===== config.mk =====
export PLATFORM = sky130hd
export DESIGN_NAME = motor_soft_start_ramp
export DESIGN_NICKNAME = d
export VERILOG_FILES = /design/src/rtl/mssr_pkg.sv /design/src/rtl/motor_soft_start_ramp.sv
export SDC_FILE = /design/constraint.sdc
export NUM_CORES = 1
export LEC_CHECK = 0
export BUFFER_PORTS_ARGS = -buffer_cell sky130_fd_sc_hd__buf_2
export CAP_MARGIN = 0
export CORE_MARGIN = 2
export CORE_UTILIZATION = 35
export DETAILED_ROUTE_END_ITERATION = 8
export GPL_ROUTABILITY_DRIVEN = 1
export PLACE_DENSITY_LB_ADDON = 0.05
export SLEW_MARGIN = 20
export SYNTH_ARGS = -nofsm -noshare
export SYNTH_HDL_FRONTEND = slang
export SYNTH_SLANG_ARGS = --single-unit

===== constraint.sdc =====
create_clock -name clock -period 10.6 [get_ports clock]
set_clock_uncertainty 0.05 [all_clocks]
set_input_delay 0 -clock clock [delete_from_list [all_inputs] [get_ports clock]]
set_output_delay 0 -clock clock [all_outputs]
set_load 0.005 [all_outputs]

===== src/rtl/mssr_pkg.sv =====
// ----------------------------------------------------------------------------
// mssr_pkg: shared types and constants for the motor soft start ramp
// Request and response payloads, command and register codes, ramp modes,
// sequencer states and the bridge channel duty formatting function.
// ----------------------------------------------------------------------------
package mssr_pkg;

   // Field widths
   localparam int SPEED_BITS = 12;
   localparam int POS_BITS   = 13;
   localparam int TICK_BITS  = 16;
   localparam int CSR_DATA_W = 16;
   localparam int CSR_IDX_W  = 2;

   // Divider sizing: dividend is position times span (speed difference or present speed)
   localparam int PROD_W     = POS_BITS + SPEED_BITS;
   localparam int SUM_W      = PROD_W + 2;
   localparam int DIV_CNT_W  = $clog2(PROD_W);

   localparam logic [SPEED_BITS-1:0] SPEED_MAX = '1;

   // Command codes
   localparam logic [1:0] CMD_SET  = 2'd0;
   localparam logic [1:0] CMD_STOP = 2'd1;
   localparam logic [1:0] CMD_TICK = 2'd2;

   // Register indexes
   localparam logic [CSR_IDX_W-1:0] CSR_FULL_SCALE = 2'd0;
   localparam logic [CSR_IDX_W-1:0] CSR_INCREMENT  = 2'd1;
   localparam logic [CSR_IDX_W-1:0] CSR_TICKS      = 2'd2;
   localparam logic [CSR_IDX_W-1:0] CSR_INVERT     = 2'd3;

   typedef enum logic [1:0] {
      MODE_IDLE  = 2'd0,
      MODE_START = 2'd1,
      MODE_STOP  = 2'd2
   } mode_type;

   typedef enum logic [2:0] {
      ST_IDLE,
      ST_MUL,
      ST_DIV,
      ST_FIN,
      ST_OUT0,
      ST_OUT1
   } state_type;

   typedef struct packed {
      logic [1:0]            cmd;
      logic [SPEED_BITS-1:0] target_speed;
      logic                  target_forward;
   } req_type;

   typedef struct packed {
      logic [SPEED_BITS-1:0] drive_speed;
      logic                  drive_forward;
      logic [SPEED_BITS-1:0] chan_a_duty;
      logic [SPEED_BITS-1:0] chan_b_duty;
      logic                  last_of_run;
   } rsp_type;

   // Build one response: route speed to a channel by direction, optionally invert
   function automatic rsp_type mssr_emit(logic [SPEED_BITS-1:0] speed, logic fwd,
                                         logic last, logic invert);
      rsp_type               r;
      logic [SPEED_BITS-1:0] a;
      logic [SPEED_BITS-1:0] b;
      a = fwd ? speed : '0;
      b = fwd ? '0 : speed;
      if (invert) begin
         a = SPEED_MAX - a;
         b = SPEED_MAX - b;
      end
      r.drive_speed   = speed;
      r.drive_forward = fwd;
      r.chan_a_duty   = a;
      r.chan_b_duty   = b;
      r.last_of_run   = last;
      return r;
   endfunction

endpackage


===== src/rtl/motor_soft_start_ramp.sv =====
// ----------------------------------------------------------------------------
// motor_soft_start_ramp: soft start / soft stop ramp for an H-bridge motor
// Linear interpolation of ramp points with a shared multiply and a
// bit-serial restoring divider under a small sequencer.
// ----------------------------------------------------------------------------
//  Channel   Handshake            Payload        Direction
//  req_*     req_valid/req_stall  req_type       in  (set, stop, tick)
//  rsp_*     rsp_valid/rsp_stall  rsp_type       out (0, 1 or 2 per request)
//  csr_*     csr_valid/csr_ready  index + wdata  in  (always ready)
//
//  A request that emits nothing leaves the sequencer idle. A re-emitted drive
//  goes straight to its response. A due ramp point passes through multiply,
//  divide (one quotient bit per cycle) and finish, then its responses; with
//  zero full scale the multiply and divide are skipped. The request side is
//  stalled from acceptance until the last response is taken. Reset is
//  synchronous and loads the register defaults and an idle, stopped motor.
// ----------------------------------------------------------------------------
module motor_soft_start_ramp
   import mssr_pkg::*;
(
   input  logic                  clock,
   input  logic                  reset,
   input  logic                  req_valid,
   output logic                  req_stall,
   input  req_type               req_payload,
   output logic                  rsp_valid,
   input  logic                  rsp_stall,
   output rsp_type               rsp_payload,
   input  logic                  csr_valid,
   output logic                  csr_ready,
   input  logic [CSR_IDX_W-1:0]  csr_index,
   input  logic [CSR_DATA_W-1:0] csr_wdata
);

   // Configuration registers
   logic [SPEED_BITS-1:0] full_ff;
   logic [SPEED_BITS-1:0] incr_ff;
   logic [TICK_BITS-1:0]  ticks_ff;
   logic                  invert_ff;

   // Ramp state
   state_type             state_ff, state_in;
   mode_type              mode_ff, mode_in;
   logic [SPEED_BITS-1:0] present_ff, present_in;
   logic                  pfwd_ff, pfwd_in;
   logic [SPEED_BITS-1:0] goal_ff, goal_in;
   logic                  gfwd_ff, gfwd_in;
   logic [POS_BITS-1:0]   pos_ff, pos_in;
   logic [TICK_BITS-1:0]  tick_ff, tick_in;

   // Arithmetic unit
   logic [PROD_W-1:0]     num_ff, num_in;
   logic [SPEED_BITS-1:0] rem_ff, rem_in;
   logic [DIV_CNT_W-1:0]  cnt_ff, cnt_in;
   logic                  neg_ff, neg_in;

   // Response slots
   rsp_type               slot0_ff, slot0_in;
   rsp_type               slot1_ff, slot1_in;
   logic                  two_ff, two_in;

   // Shared decode
   logic                  req_fire;
   logic                  rsp_fire;
   logic                  start_cond;
   logic                  emit_now;
   logic                  step_due;
   logic                  full_zero;
   logic [SPEED_BITS-1:0] inc;
   logic [TICK_BITS-1:0]  tick_next;
   logic [SPEED_BITS-1:0] mag;
   logic [SPEED_BITS:0]   rem_sh;
   logic [SPEED_BITS:0]   rem_diff;
   logic                  rem_ge;
   logic [SUM_W-1:0]      v_wide;
   logic [SPEED_BITS-1:0] v_clamp;
   logic [POS_BITS-1:0]   pos_up;
   logic                  start_done;

   assign req_fire   = req_valid && !req_stall;
   assign rsp_fire   = rsp_valid && !rsp_stall;
   assign full_zero  = (full_ff == '0);
   assign inc        = (incr_ff == '0) ? SPEED_BITS'(1) : incr_ff;
   assign tick_next  = tick_ff + TICK_BITS'(1);
   assign start_cond = (present_ff == '0) ||
                       ((present_ff != req_payload.target_speed) &&
                        (pfwd_ff != req_payload.target_forward));
   assign emit_now   = (mode_ff == MODE_IDLE) && (req_payload.cmd == CMD_SET) && !start_cond;
   assign step_due   = (mode_ff != MODE_IDLE) && (req_payload.cmd == CMD_TICK) &&
                       !(tick_next < ticks_ff);

   // Magnitude of the interpolation span
   always_comb begin
      if (mode_ff == MODE_START) begin
         mag = (goal_ff >= present_ff) ? (goal_ff - present_ff) : (present_ff - goal_ff);
      end else begin
         mag = present_ff;
      end
   end

   // One restoring divide step
   assign rem_sh   = {rem_ff, num_ff[PROD_W-1]};
   assign rem_ge   = (rem_sh >= {1'b0, full_ff});
   assign rem_diff = rem_sh - {1'b0, full_ff};

   // Final point value and clamp
   always_comb begin
      if (mode_ff == MODE_START) begin
         if (full_zero) begin
            v_wide = SUM_W'(goal_ff);
         end else if (neg_ff) begin
            v_wide = SUM_W'(present_ff) - SUM_W'(num_ff);
         end else begin
            v_wide = SUM_W'(present_ff) + SUM_W'(num_ff);
         end
      end else begin
         v_wide = full_zero ? '0 : SUM_W'(num_ff);
      end
      if (v_wide[SUM_W-1]) begin
         v_clamp = '0;
      end else if (v_wide > SUM_W'(SPEED_MAX)) begin
         v_clamp = SPEED_MAX;
      end else begin
         v_clamp = v_wide[SPEED_BITS-1:0];
      end
   end

   assign pos_up     = pos_ff + POS_BITS'(inc);
   assign start_done = (pos_up > POS_BITS'(full_ff)) || (pos_up < POS_BITS'(inc));

   // Next state
   always_comb begin
      state_in = state_ff;
      case (state_ff)
         ST_IDLE: begin
            if (req_fire && emit_now) begin
               state_in = ST_OUT0;
            end else if (req_fire && step_due) begin
               state_in = full_zero ? ST_FIN : ST_MUL;
            end
         end
         ST_MUL:  state_in = ST_DIV;
         ST_DIV: begin
            if (cnt_ff == DIV_CNT_W'(PROD_W - 1)) begin
               state_in = ST_FIN;
            end
         end
         ST_FIN:  state_in = ST_OUT0;
         ST_OUT0: begin
            if (rsp_fire) begin
               state_in = two_ff ? ST_OUT1 : ST_IDLE;
            end
         end
         ST_OUT1: begin
            if (rsp_fire) begin
               state_in = ST_IDLE;
            end
         end
         default: state_in = ST_IDLE;
      endcase
   end

   // Port outputs
   always_comb begin
      req_stall   = (state_ff != ST_IDLE);
      rsp_valid   = (state_ff == ST_OUT0) || (state_ff == ST_OUT1);
      rsp_payload = (state_ff == ST_OUT1) ? slot1_ff : slot0_ff;
      csr_ready   = 1'b1;
   end

   // Datapath next values
   always_comb begin
      mode_in    = mode_ff;
      present_in = present_ff;
      pfwd_in    = pfwd_ff;
      goal_in    = goal_ff;
      gfwd_in    = gfwd_ff;
      pos_in     = pos_ff;
      tick_in    = tick_ff;
      num_in     = num_ff;
      rem_in     = rem_ff;
      cnt_in     = cnt_ff;
      neg_in     = neg_ff;
      slot0_in   = slot0_ff;
      slot1_in   = slot1_ff;
      two_in     = two_ff;
      case (state_ff)
         ST_IDLE: begin
            if (req_fire) begin
               if (mode_ff == MODE_IDLE) begin
                  if (req_payload.cmd == CMD_SET) begin
                     if (start_cond) begin
                        // arm the up-ramp
                        mode_in = MODE_START;
                        pos_in  = '0;
                        tick_in = '0;
                        goal_in = req_payload.target_speed;
                        gfwd_in = req_payload.target_forward;
                     end else begin
                        // re-emit present drive
                        slot0_in = mssr_emit(present_ff, pfwd_ff, 1'b1, invert_ff);
                        two_in   = 1'b0;
                     end
                  end else if (req_payload.cmd == CMD_STOP) begin
                     mode_in = MODE_STOP;
                     pos_in  = POS_BITS'(full_ff);
                     tick_in = '0;
                  end
               end else if (req_payload.cmd == CMD_TICK) begin
                  // advance the tick count, restart it when a point is due
                  tick_in = step_due ? '0 : tick_next;
               end
            end
         end
         ST_MUL: begin
            num_in = PROD_W'(pos_ff) * PROD_W'(mag);
            neg_in = (mode_ff == MODE_START) && (goal_ff < present_ff);
            rem_in = '0;
            cnt_in = '0;
         end
         ST_DIV: begin
            rem_in = rem_ge ? rem_diff[SPEED_BITS-1:0] : rem_sh[SPEED_BITS-1:0];
            num_in = {num_ff[PROD_W-2:0], rem_ge};
            cnt_in = cnt_ff + DIV_CNT_W'(1);
         end
         ST_FIN: begin
            if (mode_ff == MODE_START) begin
               slot0_in = mssr_emit(v_clamp, gfwd_ff, 1'b1, invert_ff);
               two_in   = 1'b0;
               pos_in   = pos_up;
               if (start_done) begin
                  present_in = goal_ff;
                  pfwd_in    = gfwd_ff;
                  mode_in    = MODE_IDLE;
               end
            end else if (pos_ff <= POS_BITS'(inc)) begin
               // last stop point, then a zero drive
               slot0_in   = mssr_emit(v_clamp, pfwd_ff, 1'b0, invert_ff);
               slot1_in   = mssr_emit('0, pfwd_ff, 1'b1, invert_ff);
               two_in     = 1'b1;
               present_in = '0;
               pfwd_in    = 1'b1;
               mode_in    = MODE_IDLE;
               pos_in     = '0;
            end else begin
               slot0_in = mssr_emit(v_clamp, pfwd_ff, 1'b1, invert_ff);
               two_in   = 1'b0;
               pos_in   = pos_ff - POS_BITS'(inc);
            end
         end
         default: begin
         end
      endcase
   end

   // Control registers
   always_ff @(posedge clock) begin
      if (reset) begin
         state_ff   <= ST_IDLE;
         mode_ff    <= MODE_IDLE;
         present_ff <= '0;
         pfwd_ff    <= 1'b1;
         goal_ff    <= '0;
         gfwd_ff    <= 1'b1;
         pos_ff     <= '0;
         tick_ff    <= '0;
         cnt_ff     <= '0;
         two_ff     <= 1'b0;
      end else begin
         state_ff   <= state_in;
         mode_ff    <= mode_in;
         present_ff <= present_in;
         pfwd_ff    <= pfwd_in;
         goal_ff    <= goal_in;
         gfwd_ff    <= gfwd_in;
         pos_ff     <= pos_in;
         tick_ff    <= tick_in;
         cnt_ff     <= cnt_in;
         two_ff     <= two_in;
      end
   end

   // Payload registers
   always_ff @(posedge clock) begin
      num_ff   <= num_in;
      rem_ff   <= rem_in;
      neg_ff   <= neg_in;
      slot0_ff <= slot0_in;
      slot1_ff <= slot1_in;
   end

   // Configuration writes
   always_ff @(posedge clock) begin
      if (reset) begin
         full_ff   <= SPEED_BITS'(100);
         incr_ff   <= SPEED_BITS'(10);
         ticks_ff  <= TICK_BITS'(10);
         invert_ff <= 1'b1;
      end else if (csr_valid && csr_ready) begin
         case (csr_index)
            CSR_FULL_SCALE: full_ff   <= csr_wdata[SPEED_BITS-1:0];
            CSR_INCREMENT:  incr_ff   <= csr_wdata[SPEED_BITS-1:0];
            CSR_TICKS:      ticks_ff  <= csr_wdata[TICK_BITS-1:0];
            CSR_INVERT:     invert_ff <= csr_wdata[0];
            default: begin
            end
         endcase
      end
   end

endmodule


==> results.toml, run 1 <==
[status]
status = "finished clean"

[floorplan]
die_h_um = 245.1
die_x_um = 245.1
core_footprint_um2 = 57590
rows = 88
initial_utilization_pct = 35.32
floorplan.die_area_um2 = 60060
design.portCount = 79

[clock_network]
numCtsBuffers = 17
cts_tree = "built"
clock_transition_at_the_registers_of_the_reported_paths_ns = 0.08
clockRootBuffer = "clkbuf_16"
h_tree_depth = 4
clock_tree.buffer_depth = 2
clkSinkCount = 185
insertion_delay_ns = 0.50
number_of_buffers_added_for_setup_after_cts = 0

[logic_synthesis]
post-synth-top-area-fraction_pct = 11.56
synth_area_leaders = "ha_1, edfxtp_1, fa_1"
netlist_area_before_placement_um2 = 20340
yosys_most_used_dff = "dfxtp_1"
synth-edff-count = 78
synth_fp_nets = 2870
yosysUniqueCellTypes = 91
ys_seq_elements = 185
synth.largest_area_cell = "ha_1"
share_of_async_settable_or_async_resettable_flops_after_synthesis_pct = 0
synth.yosys.seq_area_share_pct = 22.05
netlist_instances = 2527
ys_warn_count = 0
syn_area_per_cell_um2 = 8.049

[placed_design]
gp_congestion = 0.8976
place.detailed.instances = 3247
hpwl_um = 51280
io_buffer_count = 77

[setup_path]
critPathMostFrequentCell = "fa_1"
arrival_ns = 9.14
cpMaxStageDelayCell = "a21oi_1"
worstReg2RegEnd = "num_ff[24]"
worst-endpoint-required_ns = 10.78
critical_path.endpoint = "num_ff[24]"
ff2ff_path_depth = 29
critical_path_buf_inv_count = 5
rr_startpoint = "present_ff[1]"
crit_family = "adder cells"
timing.critical_path.from_type = "register"
regToRegSetupSlack_ns = 1.64
cp_max_fo = 17
worst-path-stages = 29
setup.worst_path.start = "present_ff[1]"
worst_setup_path_end_kind = "register"
timing.critical_path.slowest_cell_delay_ns = 0.88
timing.setup.critical_path_class = "register to register"

[drt]
drt.antenna.violating_nets = 0
drt_pass_1_iters = 7
drt_wl_total_um = 67070
post_drt_via_cell_ratio = 5.395
wl_per_cell_um = 20.14
drcViolationCount = 0
dr.first_iter.drc_count = 1238
num_vias = 17970

[timing]
report.final.setup_viol = 0
worstMarginPinSlew_ns = 1.113
fin_crit_ns = 8.964
timing.slew.headroom_pct = 25.01
final_max_slew_viol_count = 0
final_number_of_hold_violating_endpoints = 0
setup_total_negative_slack_ns = 0
grt_setup_unrepaired = "false"
period_share_pct = 84.57
max_fclk_ghz = 0.1116

[global_routing]
groute.usage.overall_pct = 22.29
met2_usage_pct = 37.95
global_routing_usage_on_met1_pct = 29.46
grt_first_pass_wirelength_um = 103500
number_of_global_route_vias_before_repair = 17600
initial_antenna_violation_count = 0
grtUsageMet3_pct = 2.952
grt-ovfl-total = 0
maximum_number_of_pins_on_one_net_before_global_route_repair = 58
busiest_layer = "met2"

[layout]
antenna_cells = 0
instances_no_fill = 3330
syn_to_final_growth_pct = 9.805
final_core_util_pct = 38.79
finish.net_count = 2895
final_layout_size_suffix_gt1_share_pct = 7.602

[power_and_ir_drop]
p_sw_mw = 0.4988
power.ir.vdd_worst_mv = 0.1342
pwr_density_cell_nw_per_um2 = 74.73
internal_pwr_total_mw = 1.170
pwr-share-clk_pct = 39.6
swShare_pct = 29.89
share_comb_of_total_power_pct = 14.7
p_seq_share_pct = 45.7
power.leakage_nw = 9.516

[hold_path]
worst_hold_path_type = "input port to register"

[job]
max-cap-violations = 0
[per-stage QoR]
step	total power [mW]	area, um^2	hold WS [ns]	worst slack, ns
6_report	1.669	22340	0.2491	1.636
5_1_grt	1.741	22340	0.2467	0.9754
3_5_place_dp	1.009	21220	0.2122	1.645
4_1_cts	1.693	22330	0.2081	1.608
3_3_place_gp	1.009	21220	0.2014	1.878
2_1_floorplan	0.9313	20340	0.06784	2.524
[tightest hold or removal path: stages]
cell and delay (ns):
dlygate4sd3_1 0.52, buf_2 0.14, a211o_1 0.12
[repair_timing]
action,4_1_cts,5_1_grt
hold endpoints to repair,82,0
resized for setup,0,0
hold buffers,51,0
[kinds of logic after synthesis]
logic type	after synthesis	share of synthesized area [%]
other	1	0.01844
DFF	185	22.05
xor gates and xnor gates	94	4.047
muxes	47	2.350
AOI/OAI and AO/OA	587	18.79
adders and majority gates	305	23.08
buffers and inverters	435	8.962
and+or+nand+nor	873	20.71
[state kept, by name, summed over array words and instances, names as in the netlist]
register	flops
tick_ff	16
slot0_ff	38
num_ff	25
full_ff	12
mode_ff	2
gfwd_ff	1
cnt_ff	5
state_ff	3
pos_ff	13
goal_ff	12
present_ff	12
pfwd_ff	1
two_ff	1
invert_ff	1
neg_ff	1
rem_ff	12
incr_ff	12
slot1_ff	2
ticks_ff	16
[power by group through the flow]
stage	clock, mW	combinational [mW]	sequential, mW
floorplan	0	0.163	0.768
global placement	0	0.229	0.780
detailed placement	0	0.230	0.780
CTS	0.686	0.244	0.763
global route	0.707	0.270	0.765
finish	0.660	0.245	0.763
[routing by layer]
metal,routed length (um),part of all wire [%]
met1,30760,46
met2,32010,48
met3,2731,4.1
met4,1570,2.3
met5,0,0
[synth_stat cells (all sizes together) (9+ instances only)]
| cell | instances |
|---|---|
| nand2 | 339 |
| inv | 275 |
| a21oi | 200 |
| ha | 188 |
| nor2 | 171 |
| clkbuf | 145 |
| fa | 117 |
| dfxtp | 107 |
| o21ai | 106 |
| edfxtp | 78 |
| and2 | 67 |
| xnor2 | 66 |
| nand3 | 55 |
| mux2i | 41 |
| nor3 | 39 |
| a21o | 37 |
| nor2b | 30 |
| and3 | 28 |
| xor2 | 28 |
| a31oi | 27 |
| nand4 | 26 |
| nor4 | 24 |
| or3 | 23 |
| nand2b | 20 |
| a211oi | 19 |
| a22oi | 18 |
| o211ai | 18 |
| o21a | 15 |
| a221oi | 14 |
| o21bai | 14 |
| buf | 13 |
| o31ai | 13 |
| a211o | 12 |
| nor3b | 12 |
| or4 | 11 |
| o22ai | 10 |
| nand3b | 9 |
[layout by cell type, fill, tap and decap left out, types with 13 or more instances in the layout]
cell type,count
xor2_1,28
clkbuf_16,18
a21o_1,37
nor3_1,38
o21ai_0,105
nand3_1,54
mux2i_1,41
nor2b_1,29
fa_1,117
nor4_1,21
o21a_1,15
a21oi_1,199
o31ai_1,13
nor2_1,167
o211ai_1,18
nand4_1,26
nand2_1,338
a31oi_1,27
a221oi_1,14
xnor2_1,66
edfxtp_1,78
a22oi_1,18
and2_1,67
buf_4,38
o21bai_1,14
or3_1,22
nand2b_1,19
ha_1,188
and3_1,26
inv_1,275
buf_2,76
dlygate4sd3_1,51
dfxtp_1,107
a211oi_1,19
[worst min path at each step]
stage              startpoint           end  slack, ns  depth (start not counted)
2_1_floorplan    csr_wdata[2]    full_ff[2]       0.07                          1
3_3_place_gp    csr_wdata[15]  ticks_ff[15]       0.20                          3
3_5_place_dp    csr_wdata[13]  ticks_ff[13]       0.21                          3
4_1_cts         csr_wdata[12]  ticks_ff[12]       0.21                          4
5_1_grt        req_payload[0]       gfwd_ff       0.25                          3
6_report       req_payload[0]       gfwd_ff       0.25                          3
[layout make-up]
class                   instances  area [um^2]
clock inverters                14        151.4
multi-input cells            1907        14080
inverters                     276         1036
well taps                     765        957.2
flip-flops and latches        185         4484
fillers                      5945        35250
clock buffers                  18        450.4
repair buffers                165         1176
(Power assumes the default switching activity.)
==> run 2: changes to the inputs <==
==> constraint.sdc (replaced) <==
create_clock -name clock -period 8.6 [get_ports clock]
set_clock_uncertainty 0.05 [all_clocks]
set_input_delay 0 -clock clock [delete_from_list [all_inputs] [get_ports clock]]
set_output_delay 0 -clock clock [all_outputs]
set_load 0.005 [all_outputs]
==> run 2 against run 1 <==
Power up 27%. Setup slack worse by 1.1 ns. Register-to-register slack worse by 1.1 ns. Final cell count up 0.36%. Clock power up 33%. Flip-flop and latch count unchanged. First-iteration DRC count up 14%. Global-route usage up 0.23 points. Critical path type unchanged. Largest power group unchanged. Cell area up 0.69%. Routed wire length up 1.0%. Worst hold slack worse by 0.0044 ns. Count of clock-buffer cells in the layout down 1.
==> results.toml, run 2 (same netlist as run 1, synthesis figures left out) <==
[status]
status = "finished clean"

[layout]
largest_reg_flops = 38
max_flop_register = "slot0_ff"
final_cell_mix = "nand2_1, inv_1, a21oi_1"
leading_cell_type_in_the_layout_fill_and_taps_excluded = "nand2_1"
biggestRegsByFlops = "slot0_ff: 38 flops, num_ff: 25 flops"
syn_to_final_growth_pct = 10.56
finish.net_count = 2907
final_layout_size_suffix_gt1_share_pct = 8.382
antenna_cells = 0

[placed_design]
gp_congestion = 0.9070
hpwl_um = 52360
place_worst_setup_slack_ns = 0.2886
io_buffer_count = 77

[drt]
met2RoutedLength_um = 32210
wl_met3_um = 1948
dr.first_iter.drc_count = 1410
wl_per_cell_um = 20.27
routedLengthMet1_um = 31700
post_drt_via_cell_ratio = 5.445
drt.antenna.violating_nets = 0
drcViolationCount = 0
highest_metal_used = "met4"
num_vias = 18200
drt_pass_1_iters = 6
drt_wl_total_um = 67750

[clock_network]
clock_transition_at_the_registers_of_the_reported_paths_ns = 0.09
cts_tree = "built"
clock_tree.buffer_depth = 2
h_tree_depth = 4
insertion_delay_ns = 0.50
clkSinkCount = 185
clockRootBuffer = "clkbuf_16"
numCtsBuffers = 17

[timing]
max_fclk_ghz = 0.1235
final_max_slew_viol_count = 0
period_share_pct = 94.18
fin_crit_ns = 8.099
report.final.setup_viol = 0
worstMarginPinSlew_ns = 1.067
final_number_of_hold_violating_endpoints = 0
timing.slew.headroom_pct = 28.23
setup_ws_ns = 0.5005

[global_routing]
initial_antenna_violation_count = 0
grt-ovfl-total = 0
groute.usage.overall_pct = 22.52
maximum_number_of_pins_on_one_net_before_global_route_repair = 58
number_of_global_route_vias_before_repair = 17990
grt_first_pass_wirelength_um = 105000

[floorplan]
rows = 88
die_x_um = 245.1
die_h_um = 245.1
design.portCount = 79
core_footprint_um2 = 57590
initial_utilization_pct = 35.32
floorplan.die_area_um2 = 60060

[setup_path]
critPathMostFrequentCell = "fa_1"
worst-endpoint-required_ns = 8.76
timing.critical_path.from_type = "register"
arrival_ns = 8.26
cpMaxStageDelayCell = "fa_1"
timing.critical_path.slowest_cell_delay_ns = 0.54
cp_max_fo = 10
timing.setup.critical_path_class = "register to register"
worst_setup_path_end_kind = "register"

[power_and_ir_drop]
p_total_mw = 2.122
p_sw_mw = 0.6741
share_comb_of_total_power_pct = 14.5
power.leakage_nw = 9.602
internal_pwr_total_mw = 1.448
pwr_density_cell_nw_per_um2 = 94.37
power.ir.vdd_worst_mv = 0.1535
pwr-share-clk_pct = 41.3
swShare_pct = 31.76
p_seq_share_pct = 44.2

[job]
max-cap-violations = 0

[hold_path]
worst_hold_path_type = "input port to register"
[run 2: changes by cell type in the layout (fill, tap and decap cells not counted), moves of 2 or more]
cell	before	now
buf_4	38	54
inv_8	4	2
inv_12	0	5
clkinv_8	3	5
dlygate4sd3_1	51	46
o21ai_0	105	103
clkinv_4	4	1
[run 2: critical path, delay by kind of cell (launching register included)]
family                     cells  cell delay, ns
adders and majority gates      8            3.49
AOI/OAI and AO/OA             12            2.14
DFF                            1            0.32
muxes                          1            0.37
buffers and inverters          6            0.64
and+or+nand+nor                4            0.65
xor gates and xnor gates       1            0.13
[run 2: cell type report]
cell class / instances / area (um^2)
fill: 5953 / 35100
multi-input combinational: 1907 / 14120
sequential: 185 / 4484
timing repair buffer: 177 / 1257
inverter: 276 / 1036
tap: 765 / 957.2
clock buffer: 17 / 425.4
clock inverter: 15 / 211.5
[run 2: power by group through the flow]
stage | combinational (mW) | clock (mW) | sequential, mW
2_1_floorplan | 0.202 | 0 | 0.946
3_3_place_gp | 0.285 | 0 | 0.959
3_5_place_dp | 0.286 | 0 | 0.959
4_1_cts | 0.302 | 0.904 | 0.938
5_1_grt | 0.338 | 0.933 | 0.940
6_report | 0.307 | 0.877 | 0.938
[run 2: routing by layer]
layer,GRT usage [%],vias to the layer above
met5,0,-
met4,7.873,0
li1,-,8776
met1,30.29,8959
met3,2.329,86
met2,37.48,377
[run 2: worst paths after layout]
| kind | from | end | slack (ns) | cells past startpoint |
|---|---|---|---|---|
| max reg2reg | present_ff[0] | num_ff[24] | 0.50 | 32 |
| min | req_payload[0] | gfwd_ff | 0.24 | 3 |
| max | present_ff[0] | num_ff[24] | 0.50 | 32 |
| min reg2reg | ticks_ff[10] | ticks_ff[10] | 0.41 | 2 |
[run 2: timing repair]
item	in CTS	in global routing
gates resized for setup	0	10
endpoints found under the setup margin	0	6
setup buffers	0	2
hold buffers	46	0
hold endpoints to repair	72	0
[run 2: per-stage QoR]
| step | utilization [%] | hold WS [ns] | TNS, ns | cells | cell area (um^2) |
|---|---|---|---|---|---|
| 3_3_place_gp | 37.04 | 0.2013 | 0 | 3262 | 21330 |
| 2_1_floorplan | - | 0.06784 | 0 | 2527 | 20340 |
| 3_5_place_dp | 37.04 | 0.2110 | 0 | 3262 | 21330 |
| 5_1_grt | 39.05 | 0.2610 | -0.001954 | 3342 | 22490 |
| 4_1_cts | 38.94 | 0.2240 | 0 | 3340 | 22430 |
| 6_report | 39.05 | 0.2447 | 0 | 3342 | 22490 |
